### config.mk
export PLATFORM = sky130hd
export DESIGN_NAME = button_press_classifier
export DESIGN_NICKNAME = d
export VERILOG_FILES = /design/src/design/bpc_pkg.sv /design/src/design/button_press_classifier.sv /design/src/design/bpc_cfg.sv /design/src/design/bpc_one.sv /design/src/design/bpc_hold.sv
export SDC_FILE = /design/constraint.sdc
export NUM_CORES = 1
export LEC_CHECK = 0
export BUFFER_PORTS_ARGS = -buffer_cell sky130_fd_sc_hd__buf_2
export CORE_UTILIZATION = 68
export DETAILED_ROUTE_END_ITERATION = 6
export PLACE_DENSITY = 0.86
export SLEW_MARGIN = 20
export SYNTH_ARGS = -nofsm -noshare
export SYNTH_HDL_FRONTEND = slang
export SYNTH_SLANG_ARGS = --single-unit
### constraint.sdc
create_clock -name clk -period 5.44 [get_ports clk]
set_input_delay 1.088 -clock clk [delete_from_list [all_inputs] [get_ports clk]]
set_output_delay 1.088 -clock clk [all_outputs]
set_load 0.05 [all_outputs]
### src/design/bpc_pkg.sv
// Shared types and constants for the button press classifier.
package bpc_pkg;

    localparam int BPC_COUNT_WIDTH = 16;
    localparam int REG_W           = 16;
    localparam int REG_IDX_W       = 3;

    localparam logic [REG_W-1:0] PRESCALE_LIMIT_RST = 16'd50;
    localparam logic [REG_W-1:0] LONG_LIMIT_RST     = 16'd2000;
    localparam logic [REG_W-1:0] LONG_FIRE_RST      = 16'd1999;
    localparam logic [REG_W-1:0] SHORT_MIN_RST      = 16'd100;
    localparam logic [REG_W-1:0] SHORT_MAX_RST      = 16'd1900;
    localparam logic [REG_W-1:0] HOLD_LIMIT_RST     = 16'd5000;
    localparam logic [REG_W-1:0] HOLD_MIN_RST       = 16'd1000;

    typedef enum logic [REG_IDX_W-1:0] {
        REG_PRESCALE_LIMIT = 3'd0,
        REG_LONG_LIMIT     = 3'd1,
        REG_LONG_FIRE      = 3'd2,
        REG_SHORT_MIN      = 3'd3,
        REG_SHORT_MAX      = 3'd4,
        REG_HOLD_LIMIT     = 3'd5,
        REG_HOLD_MIN       = 3'd6
    } bpc_reg_t;

    typedef enum logic [2:0] {
        EV_NONE      = 3'd0,
        EV_ONE_LONG  = 3'd1,
        EV_ONE_SHORT = 3'd2,
        EV_TWO       = 3'd3,
        EV_THREE     = 3'd4
    } bpc_event_t;

    typedef struct packed {
        logic [REG_W-1:0] prescale_limit;
        logic [REG_W-1:0] long_limit;
        logic [REG_W-1:0] long_fire;
        logic [REG_W-1:0] short_min;
        logic [REG_W-1:0] short_max;
        logic [REG_W-1:0] hold_limit;
        logic [REG_W-1:0] hold_min;
    } bpc_cfg_t;

    // Button one result toward the priority logic.
    typedef struct packed {
        logic long_press;
        logic short_press;
    } bpc_one_ev_t;

endpackage

### src/design/button_press_classifier.sv
// Top level of the button press classifier: priority logic and output register.
//
// Each input transaction is one poll tick carrying three active-low button
// levels; each tick yields exactly one output transaction with an event code
// (0 none, 1 button one long, 2 button one short, 3 button two, 4 button three).
// Results are registered and appear in the cycle after the tick is accepted. A new tick
// is taken every cycle unless a result waits unaccepted: the counters and compares
// settle between the accepted tick and the output register, and the input side stays
// ready while the pending result is being taken. Buttons are evaluated in order and
// the first event ends the tick, so later buttons keep their counters on that tick.
// Configuration writes take effect at the next clock edge and are meant for an idle block.
module button_press_classifier
    import bpc_pkg::*;
#(
    parameter int COUNT_WIDTH = BPC_COUNT_WIDTH
)
(
    input  logic                 clk,
    input  logic                 rst_n,
    input  logic                 s_tvalid,
    output logic                 s_tready,
    input  logic [7:0]           s_tdata,   // [0] button_one_level, [1] button_two_level,
                                            // [2] button_three_level, [7:3] zero
    output logic                 m_tvalid,
    input  logic                 m_tready,
    output logic [7:0]           m_tdata,   // [2:0] press_event, [7:3] zero
    input  logic                 cfg_wr_en,
    input  logic [REG_IDX_W-1:0] cfg_index,
    input  logic [REG_W-1:0]     cfg_data
);

    bpc_cfg_t    cfg;
    bpc_one_ev_t one_ev;
    logic        accept;
    logic        two_fire;
    logic        three_fire;
    logic        two_update;
    logic        three_update;
    bpc_event_t  ev_comb;
    bpc_event_t  event_reg;
    bpc_event_t  event_next;
    logic        m_tvalid_reg;
    logic        m_tvalid_next;

    assign s_tready = !m_tvalid_reg || m_tready;
    assign accept   = s_tvalid && s_tready;

    // a reported event blocks the buttons that follow it
    assign two_update   = accept && !one_ev.long_press && !one_ev.short_press;
    assign three_update = two_update && !two_fire;

    bpc_cfg u_cfg (
        .clk       (clk),
        .rst_n     (rst_n),
        .cfg_wr_en (cfg_wr_en),
        .cfg_index (cfg_index),
        .cfg_data  (cfg_data),
        .cfg       (cfg)
    );

    bpc_one #(
        .COUNT_WIDTH (COUNT_WIDTH)
    ) u_one (
        .clk    (clk),
        .rst_n  (rst_n),
        .update (accept),
        .level  (s_tdata[0]),
        .cfg    (cfg),
        .ev     (one_ev)
    );

    bpc_hold #(
        .COUNT_WIDTH (COUNT_WIDTH)
    ) u_two (
        .clk        (clk),
        .rst_n      (rst_n),
        .update     (two_update),
        .level      (s_tdata[1]),
        .hold_limit (cfg.hold_limit),
        .hold_min   (cfg.hold_min),
        .fire       (two_fire)
    );

    bpc_hold #(
        .COUNT_WIDTH (COUNT_WIDTH)
    ) u_three (
        .clk        (clk),
        .rst_n      (rst_n),
        .update     (three_update),
        .level      (s_tdata[2]),
        .hold_limit (cfg.hold_limit),
        .hold_min   (cfg.hold_min),
        .fire       (three_fire)
    );

    always_comb
    begin
        if (one_ev.long_press)
        begin
            ev_comb = EV_ONE_LONG;
        end
        else if (one_ev.short_press)
        begin
            ev_comb = EV_ONE_SHORT;
        end
        else if (two_fire)
        begin
            ev_comb = EV_TWO;
        end
        else if (three_fire)
        begin
            ev_comb = EV_THREE;
        end
        else
        begin
            ev_comb = EV_NONE;
        end
    end

    always_comb
    begin
        event_next    = event_reg;
        m_tvalid_next = m_tvalid_reg;
        if (accept)
        begin
            event_next    = ev_comb;
            m_tvalid_next = 1'b1;
        end
        else if (m_tready)
        begin
            m_tvalid_next = 1'b0;
        end
    end

    always_ff @(posedge clk or negedge rst_n)
    begin
        if (!rst_n)
        begin
            m_tvalid_reg <= 1'b0;
        end
        else
        begin
            m_tvalid_reg <= m_tvalid_next;
        end
    end

    always_ff @(posedge clk)
    begin
        event_reg <= event_next;
    end

    assign m_tvalid = m_tvalid_reg;
    assign m_tdata  = {5'b0, event_reg};

endmodule

### src/design/bpc_cfg.sv
// Configuration register file for the button press classifier.
module bpc_cfg
    import bpc_pkg::*;
(
    input  logic                 clk,
    input  logic                 rst_n,
    input  logic                 cfg_wr_en,
    input  logic [REG_IDX_W-1:0] cfg_index,
    input  logic [REG_W-1:0]     cfg_data,
    output bpc_cfg_t             cfg
);

    bpc_cfg_t cfg_reg;
    bpc_cfg_t cfg_next;

    always_comb
    begin
        cfg_next = cfg_reg;
        if (cfg_wr_en)
        begin
            unique case (cfg_index)
                REG_PRESCALE_LIMIT: cfg_next.prescale_limit = cfg_data;
                REG_LONG_LIMIT:     cfg_next.long_limit     = cfg_data;
                REG_LONG_FIRE:      cfg_next.long_fire      = cfg_data;
                REG_SHORT_MIN:      cfg_next.short_min      = cfg_data;
                REG_SHORT_MAX:      cfg_next.short_max      = cfg_data;
                REG_HOLD_LIMIT:     cfg_next.hold_limit     = cfg_data;
                REG_HOLD_MIN:       cfg_next.hold_min       = cfg_data;
                default:            cfg_next = cfg_reg;
            endcase
        end
    end

    always_ff @(posedge clk or negedge rst_n)
    begin
        if (!rst_n)
        begin
            cfg_reg.prescale_limit <= PRESCALE_LIMIT_RST;
            cfg_reg.long_limit     <= LONG_LIMIT_RST;
            cfg_reg.long_fire      <= LONG_FIRE_RST;
            cfg_reg.short_min      <= SHORT_MIN_RST;
            cfg_reg.short_max      <= SHORT_MAX_RST;
            cfg_reg.hold_limit     <= HOLD_LIMIT_RST;
            cfg_reg.hold_min       <= HOLD_MIN_RST;
        end
        else
        begin
            cfg_reg <= cfg_next;
        end
    end

    assign cfg = cfg_reg;

endmodule

### src/design/bpc_one.sv
// Button one: prescaler, hold counter, long and short press detection.
module bpc_one
    import bpc_pkg::*;
#(
    parameter int COUNT_WIDTH = BPC_COUNT_WIDTH
)
(
    input  logic        clk,
    input  logic        rst_n,
    input  logic        update,
    input  logic        level,
    input  bpc_cfg_t    cfg,
    output bpc_one_ev_t ev
);

    localparam int CMP_W = (COUNT_WIDTH > REG_W) ? COUNT_WIDTH : REG_W;
    localparam logic [COUNT_WIDTH-1:0] CNT_MAX = {COUNT_WIDTH{1'b1}};

    logic [COUNT_WIDTH-1:0] pre_reg;
    logic [COUNT_WIDTH-1:0] pre_next;
    logic [COUNT_WIDTH-1:0] hold_reg;
    logic [COUNT_WIDTH-1:0] hold_next;
    logic [COUNT_WIDTH-1:0] hold_inc;
    logic                   pre_adv;
    logic                   hold_adv;

    always_comb
    begin
        hold_inc = hold_reg + COUNT_WIDTH'(1);
        pre_adv  = (CMP_W'(pre_reg) < CMP_W'(cfg.prescale_limit)) && (pre_reg != CNT_MAX);
        hold_adv = (CMP_W'(hold_reg) < CMP_W'(cfg.long_limit)) && (hold_reg != CNT_MAX);
        pre_next  = pre_reg;
        hold_next = hold_reg;
        ev        = '0;
        if (!level)
        begin
            if (pre_adv)
            begin
                pre_next = pre_reg + COUNT_WIDTH'(1);
            end
            else
            begin
                pre_next = '0;
                if (hold_adv)
                begin
                    hold_next     = hold_inc;
                    ev.long_press = (CMP_W'(hold_inc) == CMP_W'(cfg.long_fire));
                end
            end
        end
        else
        begin
            // prescaler keeps its phase across a release
            hold_next      = '0;
            ev.short_press = (CMP_W'(hold_reg) > CMP_W'(cfg.short_min)) &&
                             (CMP_W'(hold_reg) < CMP_W'(cfg.short_max));
        end
    end

    always_ff @(posedge clk or negedge rst_n)
    begin
        if (!rst_n)
        begin
            pre_reg  <= '0;
            hold_reg <= '0;
        end
        else if (update)
        begin
            pre_reg  <= pre_next;
            hold_reg <= hold_next;
        end
    end

endmodule

### src/design/bpc_hold.sv
// Hold counter and release detection for buttons two and three.
module bpc_hold
    import bpc_pkg::*;
#(
    parameter int COUNT_WIDTH = BPC_COUNT_WIDTH
)
(
    input  logic             clk,
    input  logic             rst_n,
    input  logic             update,
    input  logic             level,
    input  logic [REG_W-1:0] hold_limit,
    input  logic [REG_W-1:0] hold_min,
    output logic             fire
);

    localparam int CMP_W = (COUNT_WIDTH > REG_W) ? COUNT_WIDTH : REG_W;
    localparam logic [COUNT_WIDTH-1:0] CNT_MAX = {COUNT_WIDTH{1'b1}};

    logic [COUNT_WIDTH-1:0] cnt_reg;
    logic [COUNT_WIDTH-1:0] cnt_next;

    always_comb
    begin
        cnt_next = cnt_reg;
        fire     = 1'b0;
        if (!level)
        begin
            if ((CMP_W'(cnt_reg) < CMP_W'(hold_limit)) && (cnt_reg != CNT_MAX))
            begin
                cnt_next = cnt_reg + COUNT_WIDTH'(1);
            end
        end
        else
        begin
            cnt_next = '0;
            fire     = (CMP_W'(cnt_reg) > CMP_W'(hold_min));
        end
    end

    always_ff @(posedge clk or negedge rst_n)
    begin
        if (!rst_n)
        begin
            cnt_reg <= '0;
        end
        else if (update)
        begin
            cnt_reg <= cnt_next;
        end
    end

endmodule
==> results of run 1 <==
routing by layer:
metal	vias to the layer above	share of wire (%)	track usage, %
met3	91	6.2	5.98
met4	0	3.6	14.9
met5	-	0	0
met1	4601	42	45.2
li1	4426	-	-
met2	358	49	58.5
cells by family (layout without fill, tap and decap cells):
kind of cell	Yosys count	count (layout)
xor+xnor	21	21
simple gates	357	357
flops	180	180
compound gates	293	293
buf+inv	163	183
other cells	1	5
mux	75	75
fa+ha+maj	127	127
worst max-delay path: cells and delay by family, from the launching register on:
family / cells / cell delay [ps]
AOI/OAI and AO/OA: 3 / 780
buffers and inverters: 1 / 540
adders and majority gates: 1 / 350
and+or+nand+nor: 5 / 1760
DFF: 1 / 550
cell type report:
cell class | count | area, µm² | area share [%]
clock buffers | 19 | 433 | 3.46
clock inverters | 13 | 171 | 1.37
inverters | 109 | 409 | 3.27
multi-input cells | 878 | 6410 | 51.2
flip-flops and latches | 180 | 4570 | 36.5
well taps | 220 | 275 | 2.20
repair buffers | 42 | 246 | 1.97
power breakdown:
part	internal (W)	leakage, nW	total, W	switching, W
Combinational	0.000429	3.24	0.00102	0.000594
Clock	0.000733	0.295	0.00129	0.000559
Sequential	0.00161	2.20	0.00179	0.000183
Total	0.00277	5.74	0.00411	0.00134
per-stage QoR:
step	setup slack [ps]	total power [W]	utilization (%)	cells	area, µm²
5_1_grt	1110	0.00433	75.2	1461	12500
2_1_floorplan	2160	0.00250	-	1221	11700
3_3_place_gp	1590	0.00274	71.6	1429	11900
4_1_cts	1470	0.00411	75.2	1461	12500
3_5_place_dp	1490	0.00281	71.6	1429	11900
6_report	1330	0.00411	75.2	1461	12500
layout by cell type, fill, tap and decap left out, types with 12 or more instances in the layout:
master                        n
sky130_fd_sc_hd__buf_2       30
sky130_fd_sc_hd__o21ai_0     81
sky130_fd_sc_hd__nand3_1     44
sky130_fd_sc_hd__a211oi_1    14
sky130_fd_sc_hd__mux2_2      66
sky130_fd_sc_hd__nor3_1      20
sky130_fd_sc_hd__inv_1      108
sky130_fd_sc_hd__clkbuf_16   17
sky130_fd_sc_hd__ha_1       127
sky130_fd_sc_hd__nor2b_1     12
sky130_fd_sc_hd__o31ai_1     27
sky130_fd_sc_hd__o21ai_1     24
sky130_fd_sc_hd__nand2b_1    22
sky130_fd_sc_hd__dfstp_2     39
sky130_fd_sc_hd__and3_1      15
sky130_fd_sc_hd__nand2_1    103
sky130_fd_sc_hd__nor2_1      45
sky130_fd_sc_hd__nand4_1     32
sky130_fd_sc_hd__a21oi_1     59
sky130_fd_sc_hd__a21o_1      15
sky130_fd_sc_hd__dfrtp_1    138
worst max path at each step:
stage	from	end	slack (ps)	depth (start not counted)
2_1_floorplan	m_tready	u_one.hold_reg[5]	2160	9
3_3_place_gp	u_one.hold_reg[0]	u_two.cnt_reg[11]	1590	10
3_5_place_dp	u_one.hold_reg[0]	u_two.cnt_reg[3]	1490	10
4_1_cts	u_one.hold_reg[0]	u_two.cnt_reg[5]	1470	10
5_1_grt	u_one.hold_reg[0]	u_two.cnt_reg[4]	1110	10
6_report	u_one.hold_reg[0]	u_two.cnt_reg[2]	1330	10
==> results.md, run 1 <==
* Syn_area_per_cell at 9.57 µm²
* Number of DRC markers in iteration 0 at 991
* Clock tree from TritonCTS: built
* Number of warnings reported in the yosys synthesis log at 0
* Later-pin clock latency in the skew report at 440 ps
* Sum of overflow across all layers after global routing at 0
* Unrepaired setup endpoints after global routing: no
* Share of synthesized area occupied by flip-flops and latches at 39.2%
* Number of vias per cell after detailed routing at 6.49
* Floorplan die area at 0.0176 mm²
* Critical path required time at 5800 ps
* Maximum operating frequency at 0.244 GHz
* Multiplexer fraction of the synthesized cell area at 7.16%
* Library cell contributing the largest single delay on the critical path: sky130_fd_sc_hd__nor4_1
* Depth of the CTS H-tree at 4
* CTS hold repair buffers at 0
* Power density relative to cell area at 328 mW/mm²
* Number of port buffers at 31
* Share of flip-flops with an asynchronous set or reset after synthesis at 98.3%
* Transition time at the pin with the least slew margin at 1070 ps
* Die Span X at 133 µm
* Worst Setup Start Kind: register
* Final setup vio count at 0
* Outcome: complete, no violations
* Min Hold Slack at 506 ps
* Number of nets with antenna violations after detailed routing at 0
* Vias after detailed routing at 9476
* Critical path data arrival time at 4460 ps
* Synth Area in Adders at 13.6%
* Gp weighted congestion at 0.937
* Number of hold violations in the final report at 0
* Leakage dissipation at 5.74 nW
* Y dimension of the die at 133 µm
* Largest register FFs at 112
* Most common cell in the synthesized netlist: sky130_fd_sc_hd__dfrtp_1
* Critical-path cell list: ha_1 -> nand3_1 -> nor4_1 -> o32ai_1 -> a2111oi_2 -> nand4_1 -> nor4_4 -> buf_4 -> nor2_1 -> a21oi_1
* Top Ports at 42
* Instance count along the most critical hold path at 1
* Aggregate routed wire length at 29300 µm
* Number of antenna repair diodes at 0
* Post-synthesis compound-gate area fraction at 16.2%
* Core area at 0.0166 mm²
* Reg-to-reg setup timing slack at 1330 ps
* Buffers inserted by post-CTS timing repair at 0
* Worst min-delay path category: register to register
* Xor/xnor cell area share of the yosys netlist at 1.58%
* Clock buffer count from CTS at 17
* Pin count of the biggest net entering global routing at 110
* CP max FO at 58
* Clock tree skew after final layout at 11.4 ps
* Slew margin rel. at 28.1%
* DRC at 0
* Routed length per instance at 20.0 µm
* First-pass GRT wire length at 48500 µm
* Final critical delay including setup and external delays at 4110 ps
* Antenna violations before repair at 0
* Starting Density at 70.0%
* Post-synth cell types at 79
* Leading area contributor after synthesis: sky130_fd_sc_hd__dfrtp_1
* Worst Hold Path EP: u_cfg.cfg[32]
* Startpoint of the most critical register-to-register path: u_one.hold_reg[0]
* Share of layout cells above drive strength 1 at 15.9%
* Area growth from synthesis to final layout at 7.50%
* Share of the cycle needed by the critical path after routing at 75.5%
* Kind of end point of the critical path: register
* Dominant combinational cell family by area after synthesis: compound AO/OA/AOI/OAI gates
* 1st-pass router iterations at 5
* Row Count at 47
* CTS max path bufs at 2
* Max capacitance violation total at 0
* Resized Gates After CTS at 0
* Post-route setup TNS at 0 ps
* Number of enable flip-flop cells after synthesis at 3
* Synth area leaders: sky130_fd_sc_hd__dfrtp_1 (30%), sky130_fd_sc_hd__ha_1 (14%), sky130_fd_sc_hd__dfstp_2 (8.8%), sky130_fd_sc_hd__mux2_2 (6.4%), sky130_fd_sc_hd__inv_1 (3.5%)
* Commonest cells in the synthesized netlist: sky130_fd_sc_hd__dfrtp_1 (138), sky130_fd_sc_hd__ha_1 (127), sky130_fd_sc_hd__inv_1 (108)
* Commonest register cell after synthesis: sky130_fd_sc_hd__dfrtp_1
* Total of fill cells in the finished design at 1151
* Critical Path Max Stage Delay at 650 ps
* Number of instances in the synthesized netlist at 1217
* Post-synth design cell area at 0.0116 mm²
* Final net count at 1387
* Final HPWL DP at 20800 µm
* Peak supply drop at 0.274 mV
* Clock slew at reported path FFs at 70 ps
* CP Class: register to register
* Synth Area in Simple Gates at 16.2%
* Overall Global Routing Usage at 35.1%
* Via count of the first global-routing pass at 9465
* Hold Path Origin: u_cfg.cfg[32]
* CTS sink cnt at 180
* FF+latch count, synth at 180
* Fin. max-slew vios at 0
* Clk root buf: sky130_fd_sc_hd__clkbuf_16
* Worst r2r path cells at 10
* Fraction of post-synthesis cell area in the top cell type by area at 29.7%
* End of the worst register-to-register path: u_two.cnt_reg[2]
No activity file was read; power rests on OpenSTA's default activity.
==> run 2, diff against run 1 <==
--- a/config.mk
+++ b/config.mk
@@ -6,9 +6,9 @@
 export NUM_CORES = 1
 export LEC_CHECK = 0
 export BUFFER_PORTS_ARGS = -buffer_cell sky130_fd_sc_hd__buf_2
-export CORE_UTILIZATION = 68
+export CORE_UTILIZATION = 63
 export DETAILED_ROUTE_END_ITERATION = 6
-export PLACE_DENSITY = 0.86
+export PLACE_DENSITY = 0.81
 export SLEW_MARGIN = 20
 export SYNTH_ARGS = -nofsm -noshare
 export SYNTH_HDL_FRONTEND = slang
==> constraint.sdc (replaced) <==
create_clock -name clk -period 3.8 [get_ports clk]
set_input_delay 0.76 -clock clk [delete_from_list [all_inputs] [get_ports clk]]
set_output_delay 0.76 -clock clk [all_outputs]
set_load 0.05 [all_outputs]
==> run 2 against run 1 <==
Via count is 1.8% higher. Cell area grew 2.0%. Combinational power increased by 48%. Clock power is 38% higher. Maximum frequency increased by 19%. Sequential power rose by 42%. Critical path depth is 1 lower. Routed wire length is 3.7% higher. Cell count up 2.7%.
==> results.md, run 2 (same netlist as run 1, synthesis figures left out) <==
* Fin. max-slew vios at 0 (unchanged)
* Antenna violations before repair at 0 (unchanged)
* Number of port buffers at 31 (unchanged)
* Relative contribution of combinational cells to total power at 25.9% (+1.0 points)
* CTS hold repair buffers at 0 (unchanged)
* Final net count at 1417 (+2.2%)
* Critical Path Max Stage Delay at 650 ps (about the same)
* Die Span X at 138 µm (+3.8%)
* Worst Setup Start Kind: register
* Transition time at the pin with the least slew margin at 791 ps (-282 ps)
* CP max FO at 58 (unchanged)
* Library cell contributing the largest single delay on the critical path: sky130_fd_sc_hd__dfrtp_1
* Final HPWL DP at 21500 µm (+3.3%)
* Overall Global Routing Usage at 33.9% (-1.3 points)
* Number of DRC markers in iteration 0 at 880 (-11%)
* Final critical delay including setup and external delays at 3450 ps (-656 ps)
* Total of fill cells in the finished design at 1402 (+22%)
* Vias after detailed routing at 9648 (+1.8%)
* Clock buffer count from CTS at 17 (unchanged)
* Number of nets with antenna violations after detailed routing at 0 (unchanged)
* First-pass GRT wire length at 48500 µm (+0.14%)
* Depth of the CTS H-tree at 4 (unchanged)
* Slew margin rel. at 47.2% (+19 points)
* Buffers inserted by post-CTS timing repair at 0 (unchanged)
* Clock tree skew after final layout at 16.9 ps (+5.49 ps)
* Unrepaired setup endpoints after global routing: no
* Outcome: complete, no violations
* Kind of end point of the critical path: register
* Resized Gates After CTS at 0 (unchanged)
* Sum of overflow across all layers after global routing at 0 (unchanged)
* Most common library cell in the layout ignoring fill and taps: sky130_fd_sc_hd__dfrtp_1
* Via count of the first global-routing pass at 9380 (-0.90%)
* Floorplan die area at 0.0190 mm² (+7.8%)
* DRC at 0 (unchanged)
* Instance area after placement at 0.0122 mm² (+2.3%)
* Critical path required time at 4150 ps (-1650 ps)
* Sequential cell area at 0.00457 mm² (unchanged)
* Pin count of the biggest net entering global routing at 85 (-23%)
* Number of antenna repair diodes at 0 (unchanged)
* Worst min-delay path category: input port to async pin
* Crit path buf inv count at 1 (unchanged)
* Clock share of power at 30.5% (-1.0 points)
* Number of vias per cell after detailed routing at 6.43 (-0.83%)
* 1st-pass router iterations at 6 (+1)
* Y dimension of the die at 138 µm (+3.8%)
* Area growth from synthesis to final layout at 9.63%
* Aggregate routed wire length at 30300 µm (+3.7%)
* Share of layout cells above drive strength 1 at 17.9% (+2.1 points)
* Clock tree from TritonCTS: built
* Clock slew at reported path FFs at 70 ps (about the same)
* Leakage dissipation at 5.89 nW (+2.6%)
* Critical path data arrival time at 3800 ps (-660 ps)
* Commonest cells after routing, fill and taps aside: sky130_fd_sc_hd__dfrtp_1 (138), sky130_fd_sc_hd__ha_1 (127), sky130_fd_sc_hd__inv_1 (108)
* Routed length per instance at 20.2 µm (+0.97%)
* Later-pin clock latency in the skew report at 440 ps (about the same)
* Cell family with the largest share of critical-path delay: simple AND/OR/NAND/NOR gates
* Core area at 0.0180 mm² (+8.3%)
* Final setup vio count at 0 (unchanged)
* Gp weighted congestion at 1.00 (+6.8%)
* Sw power at 0.00190 W (+42%)
* Design internal power at 0.00392 W (+42%)
* Peak supply drop at 0.354 mV (+29%)
* Flop pwr share at 43.6% (about the same)
* CP Class: register to register
* Maximum operating frequency at 0.290 GHz (+19%)
* Clk root buf: sky130_fd_sc_hd__clkbuf_16
* Total area of multi-input combinational cells at 0.00641 mm² (unchanged)
* Post-route setup TNS at 0 ps (unchanged)
* CTS max path bufs at 2 (unchanged)
* Share of total power consumed by net switching at 32.6% (+0.13 points)
* Row Count at 49 (+4.3%)
* Share of the cycle needed by the critical path after routing at 90.8% (+15 points)
* Power density relative to cell area at 456 mW/mm² (+39%)
* Largest register FFs at 112 (unchanged)
* CTS sink cnt at 180 (unchanged)
* Number of hold violations in the final report at 0 (unchanged)
* Design area at 0.0128 mm² (+2.0%)
* Max capacitance violation total at 0 (unchanged)
* Critical-path cell list: nand4_2 -> or4_1 -> o211a_1 -> a2111oi_2 -> nand4_1 -> nor4_4 -> buf_12 -> nor2_1 -> a21oi_1
* Top Ports at 42 (unchanged)
* Starting Density at 64.6% (-5.4 points)
[run 2: worst paths after layout]
kind                                         from                 end  slack (ps)  cells past startpoint
max in group asynchronous                   rst_n       u_cfg.cfg[19]        2560                      2
min in group clk                    u_cfg.cfg[62]       u_cfg.cfg[62]         500                      1
worst max-delay path            u_one.hold_reg[2]    u_two.cnt_reg[3]         350                      9
worst min-delay path                        rst_n  u_three.cnt_reg[4]         400                      1
worst min register to register      u_cfg.cfg[62]       u_cfg.cfg[62]         500                      1
worst max register to register  u_one.hold_reg[2]    u_two.cnt_reg[3]         350                      9
[run 2: metrics by stage]
step                      power [W]  hold slack [ps]  setup WS, ps  cells  utilization, %
after CTS                   0.00582              423           191   1500            70.8
after global routing        0.00615              451           156   1500            70.8
after global placement      0.00395              483           324   1468            67.6
after detailed placement    0.00405              495           213   1468            67.6
final                       0.00583              397           351   1500            70.8
after floorplan             0.00358              464           577   1221               -
[run 2: area by class of cell]
cell class	count	area share, %
clock inverters	13	1.16
well taps	229	2.24
multi-input cells	878	50.2
inverters	109	3.21
flip-flops and latches	180	35.8
repair buffers	72	3.97
clock buffers	19	3.39
[run 2: power groups by stage]
stage	clock [W]	sequential, W	combinational, W
2_1_floorplan	0	0.00250	0.00108
3_3_place_gp	0	0.00255	0.00140
3_5_place_dp	0	0.00257	0.00148
4_1_cts	0.00179	0.00254	0.00150
5_1_grt	0.00187	0.00258	0.00169
6_report	0.00178	0.00254	0.00151
[run 2: metal layers]
layer	share of wire [%]	up-vias	GRT usage (%)
li1	-	4495	-
met1	41	4698	42.8
met2	49	364	57.0
met3	5.2	91	5.15
met4	4.1	0	15.7
met5	0	-	0
